### src/rtl/mlk_pkg.sv
// Shared types and constants of the mutation likelihood kernel.
package mlk_pkg;

    localparam int POSITIONS = 33;
    localparam int POS_W     = $clog2(POSITIONS);
    localparam int STEPS     = 2 * POSITIONS;
    localparam int STEP_W    = $clog2(STEPS + 1);
    localparam int MASK_W    = 33;
    localparam int ETA_W     = 16;
    localparam int ACC_W     = 33;
    localparam int FAC_W     = ETA_W + 1;
    localparam int PROD_W    = ACC_W + FAC_W;
    localparam int CFG_IDX_W = 3;
    localparam int CFG_DAT_W = 33;
    localparam int IN_DATA_W = 72;
    localparam int OUT_DATA_W = 40;

    localparam logic [CFG_IDX_W-1:0] REG_ADE_FIRST  = 3'd0;
    localparam logic [CFG_IDX_W-1:0] REG_CYT_FIRST  = 3'd1;
    localparam logic [CFG_IDX_W-1:0] REG_ADE_SECOND = 3'd2;
    localparam logic [CFG_IDX_W-1:0] REG_CYT_SECOND = 3'd3;
    localparam logic [CFG_IDX_W-1:0] REG_ETA_ADE    = 3'd4;
    localparam logic [CFG_IDX_W-1:0] REG_ETA_CYT    = 3'd5;

    typedef struct packed {
        logic [MASK_W-1:0] mut;
        logic [MASK_W-1:0] unp;
        logic [MASK_W-1:0] amask;
        logic [MASK_W-1:0] cmask;
        logic [ETA_W-1:0]  eta_a;
        logic [ETA_W-1:0]  eta_c;
    } item_t;

    typedef enum logic [1:0] {
        BK_IDLE,
        BK_RUN,
        BK_DONE
    } back_state_t;

endpackage

### src/rtl/mutation_likelihood_kernel_top.sv
// Top level of the mutation likelihood kernel.
// Each item pairs a mutation pattern with a structure and yields one Q1.32
// likelihood (2^32 is 1.0). The back part applies one position factor per
// cycle, adenine positions then cytosine positions: it loads an item from the
// queue while idle, walks every position in its run state, and then shows the
// result until it is taken. It takes no new item before its result is taken,
// so a stalled output holds it up. A two-item queue lets the input take new
// items while a result waits. The user must write configuration only while
// the block is idle; the block itself does not enforce this.
module mutation_likelihood_kernel_top (
    input  logic                            clk,
    input  logic                            rst_n,
    input  logic                            cfg_we,
    input  logic [mlk_pkg::CFG_IDX_W-1:0]   cfg_index,
    input  logic [mlk_pkg::CFG_DAT_W-1:0]   cfg_data,
    input  logic                            s_tvalid,
    output logic                            s_tready,
    input  logic [mlk_pkg::IN_DATA_W-1:0]   s_tdata,  // mutation_pattern, fold_unpaired
    input  logic                            s_tuser,  // allele_select
    output logic                            m_tvalid,
    input  logic                            m_tready,
    output logic [mlk_pkg::OUT_DATA_W-1:0]  m_tdata   // likelihood
);

    mlk_pkg::item_t   wr_item;
    mlk_pkg::item_t   rd_item;
    logic             push;
    logic             fifo_full;
    logic             rd_valid;
    logic             pop;

    mlk_front u_front (
        .clk       (clk),
        .rst_n     (rst_n),
        .cfg_we    (cfg_we),
        .cfg_index (cfg_index),
        .cfg_data  (cfg_data),
        .s_tvalid  (s_tvalid),
        .s_tready  (s_tready),
        .s_tdata   (s_tdata),
        .s_tuser   (s_tuser),
        .fifo_full (fifo_full),
        .push      (push),
        .item      (wr_item)
    );

    mlk_fifo u_fifo (
        .clk      (clk),
        .rst_n    (rst_n),
        .push     (push),
        .wr_item  (wr_item),
        .full     (fifo_full),
        .pop      (pop),
        .rd_valid (rd_valid),
        .rd_item  (rd_item)
    );

    mlk_back u_back (
        .clk      (clk),
        .rst_n    (rst_n),
        .rd_valid (rd_valid),
        .rd_item  (rd_item),
        .pop      (pop),
        .m_tvalid (m_tvalid),
        .m_tready (m_tready),
        .m_tdata  (m_tdata)
    );

endmodule

### src/rtl/mlk_front.sv
// Front part: configuration registers, item intake and mask selection.
module mlk_front (
    input  logic                            clk,
    input  logic                            rst_n,
    input  logic                            cfg_we,
    input  logic [mlk_pkg::CFG_IDX_W-1:0]   cfg_index,
    input  logic [mlk_pkg::CFG_DAT_W-1:0]   cfg_data,
    input  logic                            s_tvalid,
    output logic                            s_tready,
    input  logic [mlk_pkg::IN_DATA_W-1:0]   s_tdata,
    input  logic                            s_tuser,
    input  logic                            fifo_full,
    output logic                            push,
    output mlk_pkg::item_t                  item
);

    logic [mlk_pkg::MASK_W-1:0] ade_first_reg;
    logic [mlk_pkg::MASK_W-1:0] cyt_first_reg;
    logic [mlk_pkg::MASK_W-1:0] ade_second_reg;
    logic [mlk_pkg::MASK_W-1:0] cyt_second_reg;
    logic [mlk_pkg::ETA_W-1:0]  eta_a_reg;
    logic [mlk_pkg::ETA_W-1:0]  eta_c_reg;

    always_ff @(posedge clk or negedge rst_n)
    begin
        if (!rst_n)
        begin
            ade_first_reg  <= '0;
            cyt_first_reg  <= '0;
            ade_second_reg <= '0;
            cyt_second_reg <= '0;
            eta_a_reg      <= '0;
            eta_c_reg      <= '0;
        end
        else if (cfg_we)
        begin
            case (cfg_index)
                mlk_pkg::REG_ADE_FIRST:  ade_first_reg  <= cfg_data[mlk_pkg::MASK_W-1:0];
                mlk_pkg::REG_CYT_FIRST:  cyt_first_reg  <= cfg_data[mlk_pkg::MASK_W-1:0];
                mlk_pkg::REG_ADE_SECOND: ade_second_reg <= cfg_data[mlk_pkg::MASK_W-1:0];
                mlk_pkg::REG_CYT_SECOND: cyt_second_reg <= cfg_data[mlk_pkg::MASK_W-1:0];
                mlk_pkg::REG_ETA_ADE:    eta_a_reg      <= cfg_data[mlk_pkg::ETA_W-1:0];
                mlk_pkg::REG_ETA_CYT:    eta_c_reg      <= cfg_data[mlk_pkg::ETA_W-1:0];
                default: ;
            endcase
        end
    end

    assign s_tready = !fifo_full;
    assign push     = s_tvalid && !fifo_full;

    always_comb
    begin
        item.mut   = s_tdata[mlk_pkg::MASK_W-1:0];
        item.unp   = s_tdata[2*mlk_pkg::MASK_W-1:mlk_pkg::MASK_W];
        item.amask = s_tuser ? ade_second_reg : ade_first_reg;
        item.cmask = s_tuser ? cyt_second_reg : cyt_first_reg;
        item.eta_a = eta_a_reg;
        item.eta_c = eta_c_reg;
    end

endmodule

### src/rtl/mlk_fifo.sv
// Two-entry queue between the front and back parts.
module mlk_fifo (
    input  logic           clk,
    input  logic           rst_n,
    input  logic           push,
    input  mlk_pkg::item_t wr_item,
    output logic           full,
    input  logic           pop,
    output logic           rd_valid,
    output mlk_pkg::item_t rd_item
);

    mlk_pkg::item_t mem_reg [2];
    logic           wr_ptr_reg;
    logic           rd_ptr_reg;
    logic [1:0]     count_reg;
    logic [1:0]     count_next;

    assign full     = (count_reg == 2'd2);
    assign rd_valid = (count_reg != 2'd0);
    assign rd_item  = mem_reg[rd_ptr_reg];

    always_comb
    begin
        count_next = count_reg;
        if (push && !pop)
            count_next = count_reg + 2'd1;
        else if (pop && !push)
            count_next = count_reg - 2'd1;
    end

    always_ff @(posedge clk or negedge rst_n)
    begin
        if (!rst_n)
        begin
            wr_ptr_reg <= 1'b0;
            rd_ptr_reg <= 1'b0;
            count_reg  <= 2'd0;
        end
        else
        begin
            count_reg <= count_next;
            if (push)
                wr_ptr_reg <= !wr_ptr_reg;
            if (pop)
                rd_ptr_reg <= !rd_ptr_reg;
        end
    end

    always_ff @(posedge clk)
    begin
        if (push)
            mem_reg[wr_ptr_reg] <= wr_item;
    end

endmodule

### src/rtl/mlk_back.sv
// Back part: walks the positions and multiplies the likelihood, one factor per cycle.
module mlk_back (
    input  logic                           clk,
    input  logic                           rst_n,
    input  logic                           rd_valid,
    input  mlk_pkg::item_t                 rd_item,
    output logic                           pop,
    output logic                           m_tvalid,
    input  logic                           m_tready,
    output logic [mlk_pkg::OUT_DATA_W-1:0] m_tdata
);

    mlk_pkg::back_state_t         state_reg, state_next;
    mlk_pkg::item_t               item_reg;
    logic [mlk_pkg::STEP_W-1:0]   step_reg;
    logic [mlk_pkg::ACC_W-1:0]    acc_reg;
    logic [mlk_pkg::ACC_W-1:0]    acc_step;
    logic                         cyt_phase;
    logic [mlk_pkg::POS_W-1:0]    pos;
    logic                         marked;
    logic [mlk_pkg::ETA_W-1:0]    eta;
    logic [mlk_pkg::FAC_W-1:0]    factor;
    logic [mlk_pkg::PROD_W-1:0]   prod;
    logic                         last_step;

    assign cyt_phase = (step_reg >= mlk_pkg::STEP_W'(mlk_pkg::POSITIONS));
    assign pos       = cyt_phase ? mlk_pkg::POS_W'(step_reg - mlk_pkg::STEP_W'(mlk_pkg::POSITIONS))
                                 : mlk_pkg::POS_W'(step_reg);
    assign marked    = cyt_phase ? item_reg.cmask[pos] : item_reg.amask[pos];
    assign eta       = cyt_phase ? item_reg.eta_c : item_reg.eta_a;
    assign factor    = item_reg.mut[pos] ? {1'b0, eta}
                                         : ({1'b1, {mlk_pkg::ETA_W{1'b0}}} - {1'b0, eta});
    assign prod      = {{mlk_pkg::FAC_W{1'b0}}, acc_reg} * {{mlk_pkg::ACC_W{1'b0}}, factor}
                       + mlk_pkg::PROD_W'(1 << (mlk_pkg::ETA_W - 1));
    assign last_step = (step_reg == mlk_pkg::STEP_W'(mlk_pkg::STEPS - 1));

    // Marked paired positions keep the value unless mutated, which forces zero.
    always_comb
    begin
        acc_step = acc_reg;
        if (marked)
        begin
            if (item_reg.unp[pos])
                acc_step = prod[mlk_pkg::ETA_W +: mlk_pkg::ACC_W];
            else if (item_reg.mut[pos])
                acc_step = '0;
        end
    end

    always_comb
    begin
        state_next = state_reg;
        case (state_reg)
            mlk_pkg::BK_IDLE: if (rd_valid) state_next = mlk_pkg::BK_RUN;
            mlk_pkg::BK_RUN:  if (last_step) state_next = mlk_pkg::BK_DONE;
            mlk_pkg::BK_DONE: if (m_tready) state_next = mlk_pkg::BK_IDLE;
            default:          state_next = mlk_pkg::BK_IDLE;
        endcase
    end

    always_comb
    begin
        pop      = 1'b0;
        m_tvalid = 1'b0;
        case (state_reg)
            mlk_pkg::BK_IDLE: pop = rd_valid;
            mlk_pkg::BK_DONE: m_tvalid = 1'b1;
            default: ;
        endcase
    end

    assign m_tdata = {{(mlk_pkg::OUT_DATA_W - mlk_pkg::ACC_W){1'b0}}, acc_reg};

    always_ff @(posedge clk or negedge rst_n)
    begin
        if (!rst_n)
        begin
            state_reg <= mlk_pkg::BK_IDLE;
            step_reg  <= '0;
        end
        else
        begin
            state_reg <= state_next;
            if (pop)
                step_reg <= '0;
            else if (state_reg == mlk_pkg::BK_RUN)
                step_reg <= step_reg + 1'b1;
        end
    end

    always_ff @(posedge clk)
    begin
        if (pop)
        begin
            item_reg <= rd_item;
            acc_reg  <= {1'b1, {(mlk_pkg::ACC_W - 1){1'b0}}};
        end
        else if (state_reg == mlk_pkg::BK_RUN)
            acc_reg <= acc_step;
    end

endmodule

### config.mk
export PLATFORM = sky130hd
export DESIGN_NAME = mutation_likelihood_kernel_top
export DESIGN_NICKNAME = d
export VERILOG_FILES = /design/src/rtl/mlk_pkg.sv /design/src/rtl/mutation_likelihood_kernel_top.sv /design/src/rtl/mlk_front.sv /design/src/rtl/mlk_fifo.sv /design/src/rtl/mlk_back.sv
export SDC_FILE = /design/constraint.sdc
export NUM_CORES = 2
export LEC_CHECK = 0
export BUFFER_PORTS_ARGS = -buffer_cell sky130_fd_sc_hd__buf_4
export CAP_MARGIN = 20
export CORE_MARGIN = 4
export CORE_UTILIZATION = 53
export DETAILED_ROUTE_END_ITERATION = 8
export MAX_ROUTING_LAYER = met4
export PLACE_DENSITY = 0.7
export SLEW_MARGIN = 30
export SYNTH_ARGS = -nofsm -noshare
export SYNTH_HDL_FRONTEND = slang
export SYNTH_SLANG_ARGS = --single-unit
### constraint.sdc
create_clock -name clk -period 22.9 [get_ports clk]
set_clock_uncertainty 0.05 [all_clocks]
set_input_delay 0 -clock clk [delete_from_list [all_inputs] [get_ports clk]]
set_output_delay 0 -clock clk [all_outputs]
set_load 0.02 [all_outputs]
Yosys cells after proc, flatten, opt, wreduce, memory -nomap -nowiden
Memory sizes are Yosys's and may differ from the RTL's. A register that Yosys moved wholly into a read port is not among the register bits.
Cells that the tools add are included.
{"block": "op_classes", "mul": 1, "add_sub_neg": 6, "n_eq_ne": 12, "muxes": 28, "order_cmp": 2, "n_reduce_logical": 22}
{"op": "two-way mux 33 bit", "count": 4}
{"op": "adder 49 x 16 -> 49 bit (second input constant)", "count": 1}
{"op": "multiplier 33 x 17 -> 49 bit", "count": 1}
{"op": "binary-select mux 1 bit (select 6 bit)", "count": 4}
{"op": "two-way mux 17 bit", "count": 1}
{"op": "subtractor 17 x 16 -> 17 bit (first input constant)", "count": 1}
{"op": "two-way mux 16 bit", "count": 1}
{"op": "two-way mux 7 bit", "count": 2}
{"op": "AND reduction 2 bit", "count": 6}
{"op": "two-way mux 2 bit", "count": 5}
{"op": "two-way mux 1 bit", "count": 9}
{"op": "nonzero test 2 bit", "count": 4}
{"op": "adder 7 x 1 -> 7 bit (second input constant)", "count": 1}
{"op": "equality test 7 bit (second input constant)", "count": 1}
{"op": "greater-or-equal comparator 7 x 6 -> 1 bit (second input constant)", "count": 1}
{"op": "< comparator 6 x 7 -> 1 bit (second input constant)", "count": 1}
{"op": "equality test 3 x 2 -> 1 bit (second input constant)", "count": 2}
{"op": "equality test 3 bit (second input constant)", "count": 2}
{"op": "two-way mux 6 bit", "count": 1}
{"op": "case mux 2 bit (3 select lines)", "count": 1}
{"op": "AND reduction 3 bit", "count": 2}
{"op": "subtractor 6 bit (second input constant)", "count": 1}
{"op": "logical NOT 1 bit", "count": 5}
{"op": "equality test 2 bit (second input constant)", "count": 2}
{"op": "9 further kinds", "count": 12}
{"block": "totals", "memories": 1, "ram_bits": 328, "in_bits": 114, "register_bits": 210, "word_cells": 84, "out_inout_bits": 42}
{"name": "u_fifo.mem_reg", "words": 2, "word_bits": 164, "read_ports": 1, "rd_clocked_by_memory_dff": 1, "wr": 1, "line_no": "mlk_fifo.sv:13", "source": "mlk_pkg::item_t mem_reg [2];"}

Longest topological paths before layout
{"block": "logic_depth", "word_depth": 8, "ltp_mapped": 43, "ltp_nobuf": 37}

Modules after synthesis
From an unflattened synthesis, not the netlist that was laid out.
{"block": "hier_totals", "cells_unflattened": 3970, "area_unflattened_um2": 47372.9}
{"mod": "mlk_back", "cells_per_inst": 2951, "area_each_um2": 27696.6, "instances": 1, "seq_area_each_um2": 5810.6}
{"mod": "mlk_fifo", "cells_per_inst": 526, "area_each_um2": 12081.6, "instances": 1, "seq_area_each_um2": 9949.5}
{"mod": "mlk_front", "cells_per_inst": 493, "area_each_um2": 7594.8, "instances": 1, "seq_area_each_um2": 4103.9}

Worst setup path before layout
OpenSTA, ideal clock, no wires.
{"block": "synth_path", "kind": "register to register", "start": "register u_back.step_reg[1] in the netlist's numbering", "end": "register u_back.acc_reg[31] in the netlist's numbering", "n_path_buf": 7, "arrival_time_ns": 9.659, "period_less_slack_ns": 9.778, "t_required_ns": 22.781, "path_stages_with_launch": 42, "setup_ns": 0.069, "slack_ns": 13.122, "path_cell_list": "dfrtp_1 buf_4 inv_1 ha_1 or4_4 o21ai_4 buf_2 buf_1 buf_2 buf_2 mux2i_1 ha_1 o221a_2 o2111a_1 o21a_1 o21ai_0 nor2_1 clkbuf_1 (+6 left out) fa_1 inv_1 fa_1 inv_1 ha_1 clkbuf_1 a21o_1 a21o_1 a21oi_1 nor3_1 o21ai_0 nand2b_1 a21oi_1 o221a_2 or2_2 and2_4 o41a_1 o21ai_1"}
{"block": "synth_via", "elab_chain_len": 8, "word_cells_on_any_way": 20, "cone_classes": "3 x add/sub; 1 x mul; 1 x order compare; 13 x mux; 2 x reduce/logical"}
{"element": "from (decl)", "line_no": "mlk_back.sv:15", "source": "logic [mlk_pkg::STEP_W-1:0] step_reg;"}
{"element": "from (signal assigned)", "line_no": "mlk_back.sv:87", "source": "step_reg <= step_reg + 1'b1;"}
{"element": "subtractor 6 bit / greater-or-equal comparator 7 x 6 -> 1 bit (equally long branches)", "line_no": "mlk_back.sv:27, mlk_back.sv:26"}
{"element": "two-way mux 6 bit", "line_no": "mlk_back.sv:27", "source": "assign pos = cyt_phase ? mlk_pkg::POS_W'(step_reg - mlk_pkg::STEP_W'(mlk_pkg::POSITIONS))"}
{"element": "binary-select mux 1 bit (select 6 bit)", "line_no": "mlk_back.sv:31, mlk_back.sv:45"}
{"element": "two-way mux 1 bit (not written as such)", "line_no": "mlk_back.sv:31, mlk_back.sv:45"}
{"element": "two-way mux 17 bit", "line_no": "mlk_back.sv:31", "source": "assign factor = item_reg.mut[pos] ? {1'b0, eta}"}
{"element": "multiplier 33 x 17 -> 49 bit", "line_no": "mlk_back.sv:33", "source": "assign prod = {{mlk_pkg::FAC_W{1'b0}}, acc_reg} * {{mlk_pkg::ACC_W{1'b0}}, factor}"}
{"element": "adder 49 x 16 -> 49 bit", "line_no": "mlk_back.sv:34", "source": "+ mlk_pkg::PROD_W'(1 << (mlk_pkg::ETA_W - 1));"}
{"element": "two-way mux 33 bit", "line_no": "mlk_back.sv:43", "source": "if (item_reg.unp[pos])"}
{"element": "to (signal assigned)", "line_no": "mlk_back.sv:96", "source": "acc_reg <= {1'b1, {(mlk_pkg::ACC_W - 1){1'b0}}};"}
{"element": "to (signal assigned)", "line_no": "mlk_back.sv:99", "source": "acc_reg <= acc_step;"}
{"element": "to (decl)", "line_no": "mlk_back.sv:16", "source": "logic [mlk_pkg::ACC_W-1:0] acc_reg;"}
Several ways; a longest one is shown, not always the timed one. The select of a mux whose other input is x is not followed.
A chain may end at the register's enable or synchronous reset.

Worst setup path after layout
{"block": "layout_path", "start": "register u_back.step_reg[0] in the netlist's numbering", "end": "register u_back.acc_reg[31] in the netlist's numbering"}
The elaborated chain is that of the path after synthesis.

==> summary.md <==
| Metric | Value |
|---|---|
| Vias per inst | `approximately 5.6` |
| DP HPWL | `73.5 mm` |
| Core box area | `~88000 um2` |
| Fin cells | `5306` |
| R2r startpoint | `u_back.step_reg[0]` |
| Largest net degree at the start of global routing | `between 100 and 150` |
| Max reg flops | `328` |
| CP Launch Type | `flop` |
| Most frequent cells in the layout | `inv_1 (542), edfxtp_1 (492), fa_1 (463)` |
| Post-CTS Resized | `0` |
| TritonCTS buffer count | `70` |
| CTS tree | `done` |
| Port-buffer cells | `142` |
| Final Cycle Share | `0.527` |
| Hold Path Class | `input port to async pin` |
| # Post-CTS Setup Buffers | `0` |
| Die area | `93800 um2` |
| Crit path max fanout | `47` |
| Global-route wire length before repair | `between 150 and 200 mm` |
| Failing checks | `negative hold slack` |
| Synth-to-layout area growth | `12.2%` |
| Initial Utilization | `0.533` |
| Final wirelength | `109 mm` |
| Fin. max-slew vios | `0` |
| Max incr delay on CP | `around 0.80 ns` |
| Synth warnings | `0` |
| Synth top area cells | `edfxtp_1 (31%), fa_1 (20%), mux2_2 (10%), dfrtp_1 (9.4%), inv_1 (4.3%)` |
| Critical Path RT | `between 20 and 25 ns` |
| Final global-route overflow total | `0` |
| FF-to-FF End | `u_back.acc_reg[31]` |
| Rows | `109` |
| Max clock buf depth | `3` |
| Tot GR Track Use | `0.243` |
| Vias | `29.6k` |
| Cts hold-fix bufs | `103` |
| Number of routed nets with antenna violations | `0` |
| Reg clk slew, reported paths | `0.06 ns` |
| WHS | `-0.0227 ns` |
| Clock Latency Late Sink | `between 0.6 and 0.7 ns` |
| H-tree levels | `3` |
| Reg-to-reg slack, setup | `10.82 ns` |
| Cell mode on critical path | `fa_1` |
| Async S/R FF share, synth | `0.252` |
| Yosys top cell area share | `0.313` |
| Initial antenna violation count | `2` |
| Cell count after synthesis | `3901` |
| Worst Setup End Kind | `flop` |
| Post-synth EDFFs | `492` |
| Area of the mapped netlist | `47100 um2` |
| Yosys reg bits | `702` |
| Final setup viols | `0` |
| Run status | `complete, but fails checks` |
| Layout Nets | `4809` |
| Setup TNS | `0 ns` |
| Syn Area/Cell | `12.1 um2` |
| Slowest-stage cell, CP | `o31ai_1` |
| CTS Root Cell | `clkbuf_16` |
| Final Hold Fails | `13` |
| Register-to-Register Path Depth | `38` |
| Vias in the first global route | `31.5k` |
| Residual DRC count | `0` |
| Largest area contributor in the netlist | `edfxtp_1` |
| Chip Width | `306 um` |
| CTS Sinks | `about 700` |
| Max Fclk | `82.8 MHz` |
| Fin crit period | `12.08 ns` |
| MaxCap Viol Count | `0` |
| Cell total after placement | `5068` |
| Drt initial violations | `1878` |
| Slew margin rel. | `0.338` |
| Die height | `between 300 and 400 um` |
| Pre-Repair DR Iteration Count | `5` |
| Commonest non-fill, non-tap cell in the layout | `inv_1` |
| GP Congestion | `just under 0.9` |
| Unrepaired setup endpoints after global routing | `no` |
| Cell variety after synth | `98` |
| Tightest Pin Transition | `0.992 ns` |
| Critical path type | `flop to flop` |
| Layout cells sized above 1 | `0.194` |
| Io pins | `~160` |
| Top_reg_cell synth | `edfxtp_1` |
| Critical path arrival | `12.56 ns` |
| Sequential area share after synthesis | `0.421` |
| Avg WL per Cell | `20.6 um` |
==> critical path, delay by kind of cell (launching register included) <==
family                   cells  cell delay (ns)
AND/OR/NAND/NOR              6             1.36
buffers and inverters        8             1.78
XOR/XNOR                     1             0.15
AO/OA/AOI/OAI               15             4.13
flip-flops                   1             0.63
adder cells (fa/ha/maj)      8             3.82
==> worst max path at each step <==
stage                        from                  to  depth (start not counted)
6_report       u_back.step_reg[0]  u_back.acc_reg[31]                         38
4_1_cts        u_back.step_reg[0]  u_back.acc_reg[20]                         36
2_1_floorplan  u_back.step_reg[1]  u_back.acc_reg[31]                         41
5_1_grt        u_back.step_reg[0]  u_back.acc_reg[31]                         36
3_3_place_gp   u_back.step_reg[0]  u_back.acc_reg[20]                         36
3_5_place_dp   u_back.step_reg[0]  u_back.acc_reg[31]                         34
==> metrics by stage <==
| step | util | hold slack, ns | instance area [um2] | setup slack [ns] |
|---|---|---|---|---|
| 3_3_place_gp | 0.560 | 0.116 | 49400 | 11.03 |
| 6_report | 0.599 | -0.0227 | 52900 | 10.82 |
| 5_1_grt | 0.599 | 0.0636 | 52900 | 10.36 |
| 3_5_place_dp | 0.560 | 0.125 | 49500 | 10.93 |
| 2_1_floorplan | - | -0.346 | 47200 | 13.12 |
| 4_1_cts | 0.598 | 0.0286 | 52800 | 10.82 |
==> synth_stat cells (8+ instances only) <==
cell	instances
inv_1	542
edfxtp_1	492
fa_1	463
mux2_2	417
nand2_1	400
and2_1	234
dfrtp_1	177
ha_1	149
clkbuf_1	146
a21oi_1	78
mux2i_1	72
nor2_1	68
o21ai_0	64
nor2b_1	47
nor3_1	43
buf_2	37
nand3_1	35
a21o_1	34
dfxtp_1	33
xnor2_1	32
nand4_1	26
xor2_1	20
a211oi_1	19
o31ai_1	19
nand2b_1	14
o21bai_1	13
o22ai_1	12
or3_1	11
a31oi_1	10
o21ai_1	10
and3_1	9
buf_4	9
o21a_1	9
a22o_1	8
buf_1	8
==> final cells by class <==
cell class              instances  area (um2)
fillers                      7035       35500
multi-input cells            2458       24600
flip-flops and latches        702       19900
repair buffers                307        2630
inverters                     544        2050
clock buffers                  98        2000
well taps                    1165        1460
clock inverters                30         319
diodes                          2        5.00
==> logic make-up after synthesis <==
kind of cell,Yosys count,synth area share
other,1,0.0000795
flip-flops,702,0.421
buffers and inverters,747,0.0616
adder cells (fa/ha/maj),612,0.236
XOR/XNOR,56,0.0110
AO/OA/AOI/OAI,360,0.0535
multiplexers,497,0.119
AND/OR/NAND/NOR,926,0.0976
==> metal layers <==
layer / vias up / global-route usage / share of wire
met2: 775 / 0.414 / 0.51
met3: 195 / 0.0263 / 0.047
li1: 13400 / - / -
met4: 0 / 0.0771 / 0.029
met5: - / - / 0
met1: 15300 / 0.309 / 0.41
Power is left out: the tool's default activity adds up to more than one toggle a clock period on the data nets, which glitch-free logic cannot reach.
